<file path="config.mk">
export PLATFORM = sky130hd
export DESIGN_NAME = melody_token_to_tone_top
export DESIGN_NICKNAME = d
export VERILOG_FILES = /design/src/hw/rtl/mtt_pkg.sv /design/src/hw/rtl/mtt_in_stage.sv /design/src/hw/rtl/mtt_parser.sv /design/src/hw/rtl/mtt_out_stage.sv /design/src/hw/rtl/melody_token_to_tone_top.sv
export SDC_FILE = /design/constraint.sdc
export NUM_CORES = 1
export LEC_CHECK = 0
export BUFFER_PORTS_ARGS = -buffer_cell sky130_fd_sc_hd__buf_2
export CAP_MARGIN = 20
export CORE_UTILIZATION = 40
export CTS_BUF_LIST = sky130_fd_sc_hd__clkbuf_16
export CTS_CLUSTER_SIZE = 20
export DETAILED_ROUTE_END_ITERATION = 10
export PLACE_DENSITY = 0.63
export SYNTH_ARGS = -nofsm -noshare
export SYNTH_HDL_FRONTEND = slang
export SYNTH_SLANG_ARGS = --single-unit
</file>
<file path="constraint.sdc">
create_clock -name clk -period 4.57 [get_ports clk]
set_input_delay 0.457 -clock clk [delete_from_list [all_inputs] [get_ports clk]]
set_output_delay 0.457 -clock clk [all_outputs]
set_load 0.01 [all_outputs]
</file>
<file path="src/hw/rtl/mtt_pkg.sv">
`timescale 1ns / 1ps
// ----------------------------------------------------------------------------
// mtt_pkg
// Shared types, tables and helpers for the melody token to tone decoder.
// ----------------------------------------------------------------------------
package mtt_pkg;

  localparam int CharW   = 8;
  localparam int CountW  = 13;
  localparam int PeriodW = 16;
  localparam int DurW    = 9;
  localparam int BeatW   = 9;
  localparam int OctW    = 3;
  localparam int TdataW  = 32;

  localparam logic [DurW-1:0] DotStep = DurW'(128);

  typedef enum logic [2:0] {
    PH_DUR    = 3'd0,
    PH_LETTER = 3'd1,
    PH_SHARP  = 3'd2,
    PH_DOT1   = 3'd3,
    PH_OCT    = 3'd4,
    PH_DOT2   = 3'd5,
    PH_TERM   = 3'd6
  } phase_t;

  typedef enum logic [1:0] {
    HD_NONE  = 2'd0,
    HD_ONE   = 2'd1,
    HD_THREE = 2'd2
  } held_t;

  typedef struct packed {
    logic             valid;
    logic [CharW-1:0] ch;
  } in_item_t;

  typedef struct packed {
    logic [PeriodW-1:0] period_preload;
    logic [BeatW-1:0]   beat_count;
    logic               note_playing;
    logic               song_end;
  } result_t;

  function automatic logic [CountW-1:0] pick_natural(input logic [CharW-1:0] ch,
                                                     input logic [CountW-1:0] keep);
    logic [CountW-1:0] v;
    v = keep;
    unique case (ch)
      "a":     v = CountW'(4545);
      "b":     v = CountW'(4048);
      "c":     v = CountW'(3824);
      "d":     v = CountW'(3407);
      "e":     v = CountW'(3035);
      "f":     v = CountW'(2865);
      "g":     v = CountW'(2551);
      "p":     v = '0;
      default: v = keep;
    endcase
    return v;
  endfunction

  function automatic logic [CountW-1:0] pick_sharp(input logic [CharW-1:0] ch,
                                                   input logic [CountW-1:0] keep);
    logic [CountW-1:0] v;
    v = keep;
    unique case (ch)
      "a":     v = CountW'(4292);
      "c":     v = CountW'(3610);
      "d":     v = CountW'(3215);
      "f":     v = CountW'(2703);
      "g":     v = CountW'(2410);
      default: v = keep;
    endcase
    return v;
  endfunction

  // 255 / d, with 255 for d of zero
  function automatic logic [7:0] beat_base(input logic [6:0] d);
    logic [7:0] q;
    q = 8'd255;
    unique case (d)
      7'd0:  q = 8'd255;
      7'd1:  q = 8'd255;
      7'd2:  q = 8'd127;
      7'd3:  q = 8'd85;
      7'd4:  q = 8'd63;
      7'd5:  q = 8'd51;
      7'd6:  q = 8'd42;
      7'd7:  q = 8'd36;
      7'd8:  q = 8'd31;
      7'd9:  q = 8'd28;
      7'd10: q = 8'd25;
      7'd11: q = 8'd23;
      7'd12: q = 8'd21;
      7'd13: q = 8'd19;
      7'd14: q = 8'd18;
      7'd15: q = 8'd17;
      7'd16: q = 8'd15;
      7'd17: q = 8'd15;
      7'd18: q = 8'd14;
      7'd19: q = 8'd13;
      7'd20: q = 8'd12;
      7'd21: q = 8'd12;
      7'd22: q = 8'd11;
      7'd23: q = 8'd11;
      7'd24: q = 8'd10;
      7'd25: q = 8'd10;
      7'd26: q = 8'd9;
      7'd27: q = 8'd9;
      7'd28: q = 8'd9;
      7'd29: q = 8'd8;
      7'd30: q = 8'd8;
      7'd31: q = 8'd8;
      7'd32: q = 8'd7;
      default: begin
        if (d <= 7'd36) q = 8'd7;
        else if (d <= 7'd42) q = 8'd6;
        else if (d <= 7'd51) q = 8'd5;
        else if (d <= 7'd63) q = 8'd4;
        else if (d <= 7'd85) q = 8'd3;
        else q = 8'd2;
      end
    endcase
    return q;
  endfunction

endpackage

</file>
<file path="src/hw/rtl/mtt_in_stage.sv">
`timescale 1ns / 1ps
// ----------------------------------------------------------------------------
// mtt_in_stage
// Input register for incoming characters.
// ----------------------------------------------------------------------------
module mtt_in_stage (
  input  logic                     clk,
  input  logic                     rst,
  input  logic                     s_tvalid,
  output logic                     s_tready,
  input  logic [mtt_pkg::CharW-1:0] s_tdata,  // [7:0] melody_char
  input  logic                     advance,
  output mtt_pkg::in_item_t        item
);

  logic                      valid;
  logic [mtt_pkg::CharW-1:0] ch;

  assign s_tready = !valid || advance;

  always_ff @(posedge clk) begin
    if (rst) begin
      valid <= 1'b0;
    end else if (s_tready) begin
      valid <= s_tvalid;
    end
  end

  always_ff @(posedge clk) begin
    if (s_tready && s_tvalid) begin
      ch <= s_tdata;
    end
  end

  assign item.valid = valid;
  assign item.ch    = ch;

endmodule

</file>
<file path="src/hw/rtl/mtt_parser.sv">
`timescale 1ns / 1ps
// ----------------------------------------------------------------------------
// mtt_parser
// Token state and single-pass decode of one character per cycle while the result register is free.
// ----------------------------------------------------------------------------
module mtt_parser (
  input  logic              clk,
  input  logic              rst,
  input  mtt_pkg::in_item_t item,
  input  logic              out_free,
  output logic              advance,
  output logic              emit,
  output mtt_pkg::result_t  result
);

  mtt_pkg::phase_t              phase, phase_next;
  mtt_pkg::held_t               held_digit, held_digit_next;
  logic [mtt_pkg::CharW-1:0]    held_letter, held_letter_next;
  logic [mtt_pkg::CountW-1:0]   base_count, base_count_next;
  logic [mtt_pkg::DurW-1:0]     duration_code, duration_code_next;
  logic [mtt_pkg::OctW-1:0]     octave, octave_next;
  logic [mtt_pkg::CountW-1:0]   shifted_count, shifted_count_next;
  logic                         done;
  logic [7:0]                   beat_raw;
  logic [mtt_pkg::BeatW-1:0]    beat;
  logic [mtt_pkg::CharW-1:0]    c;

  assign advance = item.valid && out_free;
  assign c       = item.ch;

  always_comb begin
    phase_next         = phase;
    held_digit_next    = held_digit;
    held_letter_next   = held_letter;
    base_count_next    = base_count;
    duration_code_next = duration_code;
    octave_next        = octave;
    shifted_count_next = shifted_count;
    done               = 1'b0;
    emit               = 1'b0;

    // unused phase code acts as the duration phase
    if (phase_next == mtt_pkg::PH_DUR || phase_next > mtt_pkg::PH_TERM) begin
      phase_next = mtt_pkg::PH_DUR;
      unique case (held_digit)
        mtt_pkg::HD_ONE: begin
          held_digit_next = mtt_pkg::HD_NONE;
          phase_next      = mtt_pkg::PH_LETTER;
          if (c == "6") begin
            duration_code_next = mtt_pkg::DurW'(16);
            done               = 1'b1;
          end else begin
            duration_code_next = mtt_pkg::DurW'(1);
          end
        end
        mtt_pkg::HD_THREE: begin
          held_digit_next = mtt_pkg::HD_NONE;
          if (c == "2") begin
            duration_code_next = mtt_pkg::DurW'(32);
            phase_next         = mtt_pkg::PH_LETTER;
            done               = 1'b1;
          end else begin
            duration_code_next = mtt_pkg::DurW'(4);
            held_letter_next   = "3";
            phase_next         = mtt_pkg::PH_SHARP;
          end
        end
        default: begin
          held_digit_next = mtt_pkg::HD_NONE;
          if (c == "3") begin
            held_digit_next = mtt_pkg::HD_THREE;
            done            = 1'b1;
          end else if (c == "1") begin
            held_digit_next = mtt_pkg::HD_ONE;
            done            = 1'b1;
          end else begin
            phase_next = mtt_pkg::PH_LETTER;
            if (c == "8" || c == "4" || c == "2") begin
              duration_code_next = mtt_pkg::DurW'(c[3:0]);
              done               = 1'b1;
            end else begin
              duration_code_next = mtt_pkg::DurW'(4);
            end
          end
        end
      endcase
    end

    if (!done && phase_next == mtt_pkg::PH_LETTER) begin
      held_letter_next = c;
      phase_next       = mtt_pkg::PH_SHARP;
      done             = 1'b1;
    end

    if (!done && phase_next == mtt_pkg::PH_SHARP) begin
      phase_next = mtt_pkg::PH_DOT1;
      if (c == "#") begin
        base_count_next = mtt_pkg::pick_sharp(held_letter_next, base_count_next);
        done            = 1'b1;
      end else begin
        base_count_next = mtt_pkg::pick_natural(held_letter_next, base_count_next);
      end
    end

    if (!done && phase_next == mtt_pkg::PH_DOT1) begin
      phase_next = mtt_pkg::PH_OCT;
      if (c == ".") begin
        duration_code_next = duration_code_next + mtt_pkg::DotStep;
        done               = 1'b1;
      end
    end

    if (!done && phase_next == mtt_pkg::PH_OCT) begin
      phase_next = mtt_pkg::PH_DOT2;
      if (c >= "4" && c <= "7") begin
        octave_next = c[2:0];
        done        = 1'b1;
      end
    end

    if (!done && phase_next == mtt_pkg::PH_DOT2) begin
      phase_next = mtt_pkg::PH_TERM;
      if (c == ".") begin
        duration_code_next = duration_code_next + mtt_pkg::DotStep;
        done               = 1'b1;
      end
    end

    if (!done && phase_next == mtt_pkg::PH_TERM) begin
      unique case (octave_next)
        3'd4:    shifted_count_next = base_count_next;
        3'd5:    shifted_count_next = base_count_next >> 1;
        3'd6:    shifted_count_next = base_count_next >> 2;
        3'd7:    shifted_count_next = base_count_next >> 3;
        default: shifted_count_next = shifted_count;
      endcase
      phase_next = mtt_pkg::PH_DUR;
      emit       = 1'b1;
    end
  end

  assign beat_raw = mtt_pkg::beat_base(duration_code_next[6:0]);
  assign beat     = duration_code_next[7]
                  ? ({1'b0, beat_raw} + {2'b00, beat_raw[7:1]})
                  : {1'b0, beat_raw};

  always_comb begin
    result.note_playing   = (shifted_count_next != '0);
    result.period_preload = result.note_playing
                          ? ~{{(mtt_pkg::PeriodW-mtt_pkg::CountW){1'b0}}, shifted_count_next}
                          : '0;
    result.beat_count     = beat;
    result.song_end       = (c != ",");
  end

  always_ff @(posedge clk) begin
    if (rst) begin
      phase         <= mtt_pkg::PH_DUR;
      held_digit    <= mtt_pkg::HD_NONE;
      held_letter   <= '0;
      base_count    <= '0;
      duration_code <= '0;
      octave        <= '0;
      shifted_count <= '0;
    end else if (advance) begin
      phase         <= phase_next;
      held_digit    <= held_digit_next;
      held_letter   <= held_letter_next;
      base_count    <= base_count_next;
      duration_code <= duration_code_next;
      octave        <= octave_next;
      shifted_count <= shifted_count_next;
    end
  end

`ifndef ASSERT_OFF
  a_emit_restarts: assert property (@(posedge clk) disable iff (rst)
    advance && emit |=> phase == mtt_pkg::PH_DUR)
    else $error("phase not back to duration after a result");

  a_held_in_dur: assert property (@(posedge clk) disable iff (rst)
    held_digit != mtt_pkg::HD_NONE |-> phase == mtt_pkg::PH_DUR)
    else $error("digit held outside duration phase");

  a_beat_range: assert property (@(posedge clk) disable iff (rst)
    advance && emit |-> result.beat_count <= mtt_pkg::BeatW'(382))
    else $error("beat count out of range");
`endif

endmodule

</file>
<file path="src/hw/rtl/mtt_out_stage.sv">
`timescale 1ns / 1ps
// ----------------------------------------------------------------------------
// mtt_out_stage
// Result register driving the output stream.
// ----------------------------------------------------------------------------
module mtt_out_stage (
  input  logic                        clk,
  input  logic                        rst,
  input  logic                        load,
  input  mtt_pkg::result_t            result,
  output logic                        out_free,
  output logic                        m_tvalid,
  input  logic                        m_tready,
  output logic [mtt_pkg::TdataW-1:0]  m_tdata,  // [15:0] period_preload, [24:16] beat_count
  output logic                        m_tlast,  // song_end
  output logic                        m_tuser   // note_playing
);

  logic             valid;
  mtt_pkg::result_t data;

  assign out_free = !valid || m_tready;

  always_ff @(posedge clk) begin
    if (rst) begin
      valid <= 1'b0;
    end else if (out_free) begin
      valid <= load;
    end
  end

  always_ff @(posedge clk) begin
    if (out_free && load) begin
      data <= result;
    end
  end

  assign m_tvalid = valid;
  assign m_tdata  = {{(mtt_pkg::TdataW-mtt_pkg::PeriodW-mtt_pkg::BeatW){1'b0}},
                     data.beat_count, data.period_preload};
  assign m_tlast  = data.song_end;
  assign m_tuser  = data.note_playing;

endmodule

</file>
<file path="src/hw/rtl/melody_token_to_tone_top.sv">
`timescale 1ns / 1ps
// ----------------------------------------------------------------------------
// melody_token_to_tone_top
// Decodes melody text, one character per item, into tone and beat items.
// ----------------------------------------------------------------------------
// input stream s_*: one ascii character per item in s_tdata[7:0]
// output stream m_*: one item per token terminator
//   m_tdata[15:0] period_preload, m_tdata[24:16] beat_count
//   m_tuser note_playing, m_tlast song_end
// characters other than a terminator give no output item
// path: a terminator passes the input register, then is decoded into the result
//   register, and shows on m_tvalid from there
// throughput: one character per cycle while no result waits on m_tready, with the
//   decode done combinationally between the input register and the result register
// reset: rst clears the valid flags of both registers and the token state
//   to the start of a token with no duration digit held, octave and counts at zero
// stall: while a result waits with m_tready low, the character in the
//   input register waits and s_tready drops once that register is full
// ----------------------------------------------------------------------------
module melody_token_to_tone_top (
  input  logic                        clk,
  input  logic                        rst,
  input  logic                        s_tvalid,
  output logic                        s_tready,
  input  logic [mtt_pkg::CharW-1:0]   s_tdata,  // [7:0] melody_char
  output logic                        m_tvalid,
  input  logic                        m_tready,
  output logic [mtt_pkg::TdataW-1:0]  m_tdata,  // [15:0] period_preload, [24:16] beat_count
  output logic                        m_tlast,  // song_end
  output logic                        m_tuser   // note_playing
);

  mtt_pkg::in_item_t item;
  mtt_pkg::result_t  result;
  logic              advance;
  logic              emit;
  logic              out_free;

  mtt_in_stage u_in (
    .clk      (clk),
    .rst      (rst),
    .s_tvalid (s_tvalid),
    .s_tready (s_tready),
    .s_tdata  (s_tdata),
    .advance  (advance),
    .item     (item)
  );

  mtt_parser u_parser (
    .clk      (clk),
    .rst      (rst),
    .item     (item),
    .out_free (out_free),
    .advance  (advance),
    .emit     (emit),
    .result   (result)
  );

  mtt_out_stage u_out (
    .clk      (clk),
    .rst      (rst),
    .load     (advance && emit),
    .result   (result),
    .out_free (out_free),
    .m_tvalid (m_tvalid),
    .m_tready (m_tready),
    .m_tdata  (m_tdata),
    .m_tlast  (m_tlast),
    .m_tuser  (m_tuser)
  );

endmodule
</file>
; Word-level counts from Yosys, hierarchy flattened
; Cells that the tools add are included.
[totals]
wordCells = 185
inputBits = 12
output_inout_bits = 36
register_bits = 88
[classes]
order_cmp = 8
add_sub_neg = 3
n_eq_ne = 61
bitwise_logic = 1
mux = 61
n_reduce_logical = 36
[ops]
columns = op, n
row1 = $pmux W8 S24, 1
row2 = $eq A7 B5 Y1 const B, 16
row3 = $pmux W13 S8, 1
row4 = $mux W8, 9
row5 = $pmux W13 S5, 1
row6 = $eq A8 B6 Y1 const B, 8
row7 = $eq A8 B7 Y1 const B, 8
row8 = $mux W9, 7
row9 = $eq A7 B4 Y1 const B, 8
row10 = $pmux W13 S4, 1
row11 = $mux W13, 3
row12 = $mux W3, 10
row13 = $eq A7 B3 Y1 const B, 4
row14 = $le A7 B6 Y1 const B, 4
row15 = $eq A3 B3 Y1 const B, 7
row16 = $mux W1, 19
row17 = $add A9 B8 Y9 const B, 2
row18 = $pmux W9 S2, 1
row19 = $not A13 Y16, 1
row20 = $eq A7 B2 Y1 const B, 2
row21 = $reduce_bool A13 Y1, 1
row22 = $reduce_or A2 Y1, 6
row23 = $logic_and A1 B1 Y1, 11
row24 = $add A8 B7 Y9, 1
row25 = 23 further kinds, 38

; Depth between registers and ports, before layout
[depth]
ltp_word = 32
depth_mapped = 25

; By module
; From an unflattened synthesis, not the netlist that was laid out.
[hier_totals]
hier_cells = 757
hier_area_um2 = 6248.5
[by_module_without_submodules]
columns = module, area_each_um2, cells_each, seq_area_each_um2, instances
row1 = mtt_parser, 5017.3, 702, 1001.0, 1
row2 = mtt_out_stage, 922.1, 40, 830.8, 1
row3 = mtt_in_stage, 302.8, 14, 260.2, 1
row4 = melody_token_to_tone_top, 6.3, 1, 0.0, 1

; Least setup slack after synthesis
; Ideal clock, no wire load.
[synth_path]
path_kind = reg-to-reg
start = reg u_parser.held_digit[0]
end = reg u_out.data, in the netlist u_out.m_tdata[22], data pin
t_arrival_ns = 4.374
stages_incl_launch_ff = 26
slack_ns = -0.070
setup_ns = 0.266
required_time_ns = 4.304
period_less_slack_ns = 4.640
path_cell_list = dfxtp_1 -> inv_1 -> ha_1 -> clkbuf_1 -> inv_1 -> or3_1 -> o21ai_0 -> clkbuf_1 -> a32oi_1 -> nand2_1 -> o21ai_0 -> a32oi_1 -> o22ai_1 -> mux2_2 -> mux2i_1 -> ha_1 -> inv_1 -> fa_1 -> nor2b_1 -> o21ai_0 -> nand2b_1 -> a21oi_1 -> o21ai_0 -> xnor2_1 -> nand2_1 -> o21ai_0
[synth_lines]
columns = element, line_no
row1 = from (decl), mtt_parser.sv:17  ; mtt_pkg::held_t held_digit, held_digit_next;
row2 = from (signal assigned), mtt_parser.sv:159  ; held_digit <= mtt_pkg::HD_NONE;
row3 = from (signal assigned), mtt_parser.sv:167  ; held_digit <= held_digit_next;
row4 = to (signal assigned), mtt_out_stage.sv:34  ; data <= result;
row5 = to (decl), mtt_out_stage.sv:20  ; mtt_pkg::result_t data;

==> flow_summary.ini <==
[power_and_ir_drop]
p_int_mw = 1.39
power_frac_clock = 0.394
sw_frac_of_total = 0.309
power_density_nw_per_um2 = 279
power_mw = 2.02
vdd_drop_max_uv = 229
seq_power_share = 0.415
p_switching_uw = 624
leakage_nw = 2.59
combinationalPowerShare = 0.191

[sta]
max_slew_margin = 0.314
fmax_mhz = 233
setup_viol = 0
fin_ws_ns = 0.269
min_period_ns = 4.30
hold-worst-slack_ns = 0.276
tightest_slew_ns = 1.03
fin_crit_sh = 0.941
fin_tns_setup_ns = 0
final-hold-violation-count = 0
drv_slew = 0
fin_skew_ns = 0.00966

[synthesis]
synth_edf_count = 33
dominantRegCellSynth = dfxtp_1
syn_area_um2 = 6300
ys_warn_count = 0
synth.top_cell.area_share = 0.165
avgSynthCellArea_um2 = 7.89
synth-seq-area-share = 0.323
yosysTopAreaCell = dfxtp_1
synthArstFlopShare = 0
synth.area.top_cells = dfxtp_1 (17%), edfxtp_1 (16%), nor2_1 (7.0%), a21oi_1 (4.9%), nand2_1 (4.7%)
netlist_instances = 798
synth_seq_cells = 85
ys_types = 87

[placement]
gp_congestion = 0.960
dp_cells = 1040
port_buffers = 40
dpl_cell_area_um2 = 6850
dp_slack_ns = 0.110
place_hpwl_um = 13000

[global_route]
grt-ovfl-total = 0
grt_max_degree = 53
grt_pass1_vias = 5728
grt_pass1_wl_um = 29700
antenna_found_initial = 0
grt_use_total = 0.230

[final_layout]
drive_gt1_frac = 0.181
utilization = 0.475
finalInstanceArea_um2 = 7240
antenna_cells = 0
syn2layout_area_growth_pct = 15.0
fin_nets = 869
finalNonFillerCells = 1061

[worst_setup_path]
crit_fanout = 10
cp-start-kind = register
arrival_ns = 4.41
cp.required_ns = 4.68
critPathKind = reg2reg
end_kind = register
r2r_setup_slack_ns = 0.27

[floorplan]
pin_count = 48
die_w_um = 127
core.rowCount = 45
start_util = 0.413
core_area_um2 = 15300
die_h_um = 127
fp.dieArea_um2 = 16300

[routing]
ant_nets = 0
drc = 0
first_pass_iters = 6
wire_per_inst_um = 17.2
routed_wirelength_um = 18300
route.vias.total = 6305
drtIter0Drc = 725
via_per_inst = 5.94

[clock_tree]
cts_made_buffers = 9
clk_path_buf_depth = 2
holdBufCountCts = 0
clk_latency_ns = 0.36
cts_sinks = 85
cts-htree-levels = 3
clock-root-buffer = clkbuf_16
cts_tree = yes
clk_pin_slew_ns = 0.07

[status]
outcome = completed

[min_path]
hold_class = in2reg

[run]
maxCapViolCount = 0
[worst paths after layout]
check / to / cells past startpoint / start
max: u_out.m_tdata[22] / 19 / u_in.ch[3]
min: u_in.ch[5] / 1 / s_tdata[5]
max reg2reg: u_out.m_tdata[22] / 19 / u_in.ch[3]
min reg2reg: u_parser.base_count[12] / 2 / u_parser.base_count[12]
[layer usage]
layer	wire [um]	GRT usage	up-vias
li1	-	-	3081
met2	8620	0.367	241
met3	1030	0.0369	42
met1	8080	0.310	2941
met4	531	0.0903	0
met5	0	0	-
[worst max-delay path: stages (launching register included)]
cell,delay [ns]
edfxtp_1,0.55
or4b_4,0.57
nor2_1,0.21
a32o_1,0.32
a211oi_1,0.08
a311oi_1,0.29
o22ai_1,0.12
mux2_2,0.27
mux2i_1,0.17
ha_1,0.19
inv_1,0.05
fa_1,0.41
nor2b_1,0.13
o21ai_0,0.08
nand2b_1,0.11
a21oi_1,0.08
o21ai_1,0.20
xnor2_1,0.09
nand2_1,0.06
o21ai_0,0.06
[cell usage after synthesis (8+ instances only)]
cell and count:
inv_1 22, nand4_1 12, nor2b_1 10, nand2b_1 14
ha_1 11, edfxtp_1 33, a21oi_1 62, xnor2_1 8
buf_4 13, mux2i_1 11, a31oi_1 11, dfxtp_1 52
clkbuf_1 41, nand2_1 79, a211oi_1 24, nor4_1 8
o21ai_0 34, nor2_1 117, o211ai_1 8, nor3_1 30
nand3_1 15, o31ai_1 9
[cell type report]
class | instances | area (um2)
clock buffers | 9 | 225
clock inverters | 7 | 91.3
fillers | 1512 | 8020
inverters | 22 | 82.6
multi-input cells | 632 | 3930
flip-flops and latches | 85 | 2030
well taps | 211 | 264
repair buffers | 95 | 613
[power groups by stage]
| stage | sequential, mW | combinational [mW] | clock (mW) |
|---|---|---|---|
| after detailed placement | 0.856 | 0.366 | 0 |
| after global routing | 0.841 | 0.424 | 0.833 |
| final | 0.838 | 0.385 | 0.795 |
| after floorplan | 0.841 | 0.281 | 0 |
| after CTS | 0.838 | 0.369 | 0.807 |
| after global placement | 0.855 | 0.368 | 0 |
[cells by family after synthesis]
family | synth area share
other cells | 0.000595
buf+inv | 0.0634
simple gates | 0.262
xor+xnor | 0.0153
compound gates | 0.285
fa+ha+maj | 0.0250
flops | 0.323
mux | 0.0264
[state kept, by name (all words and copies together) (netlist names)]
| register | count |
|---|---|
| u_in.ch | 8 |
| u_out.m_tuser | 1 |
| u_parser.octave | 3 |
| u_out.m_tvalid | 1 |
| u_in.valid | 1 |
| u_out.m_tdata | 23 |
| u_out.m_tlast | 1 |
| u_parser.duration_code | 8 |
| u_parser.phase | 3 |
| u_parser.base_count | 13 |
| u_parser.shifted_count | 13 |
| u_parser.held_digit | 2 |
| u_parser.held_letter | 8 |
[cells in the final DEF (no fill, tap or decap), types with 5 or more instances in the layout]
cell type,netlist,final
a211oi_1,24,24
xnor2_1,8,8
a311oi_1,7,7
nand3b_1,5,5
o32a_1,7,7
a32o_1,7,7
nor4_1,8,8
a21oi_1,62,61
nand3_1,15,15
o22ai_1,6,6
nand2b_1,14,14
clkbuf_16,0,9
mux2_2,5,5
edfxtp_1,33,33
mux2i_1,11,11
o21a_1,5,5
nor2_1,117,115
a31oi_1,11,11
or2_2,5,5
o21ai_0,34,31
inv_1,22,22
buf_4,13,55
dfxtp_1,52,52
nor3_1,30,30
nand4_1,12,12
o211ai_1,8,8
a22oi_1,6,6
o221ai_1,6,6
o31ai_1,9,8
nor2b_1,10,10
a32oi_1,6,5
buf_2,7,40
ha_1,11,11
nand2_1,79,79
conb_1,1,7
[timing repair]
item / 4_1_cts / 5_1_grt
resized for setup: 0 / 16
setup buffers: 0 / 5
setup endpoints to repair: 0 / 19
hold endpoints to repair: 0 / 0
Note: power is estimated with default switching activity, not from simulation.
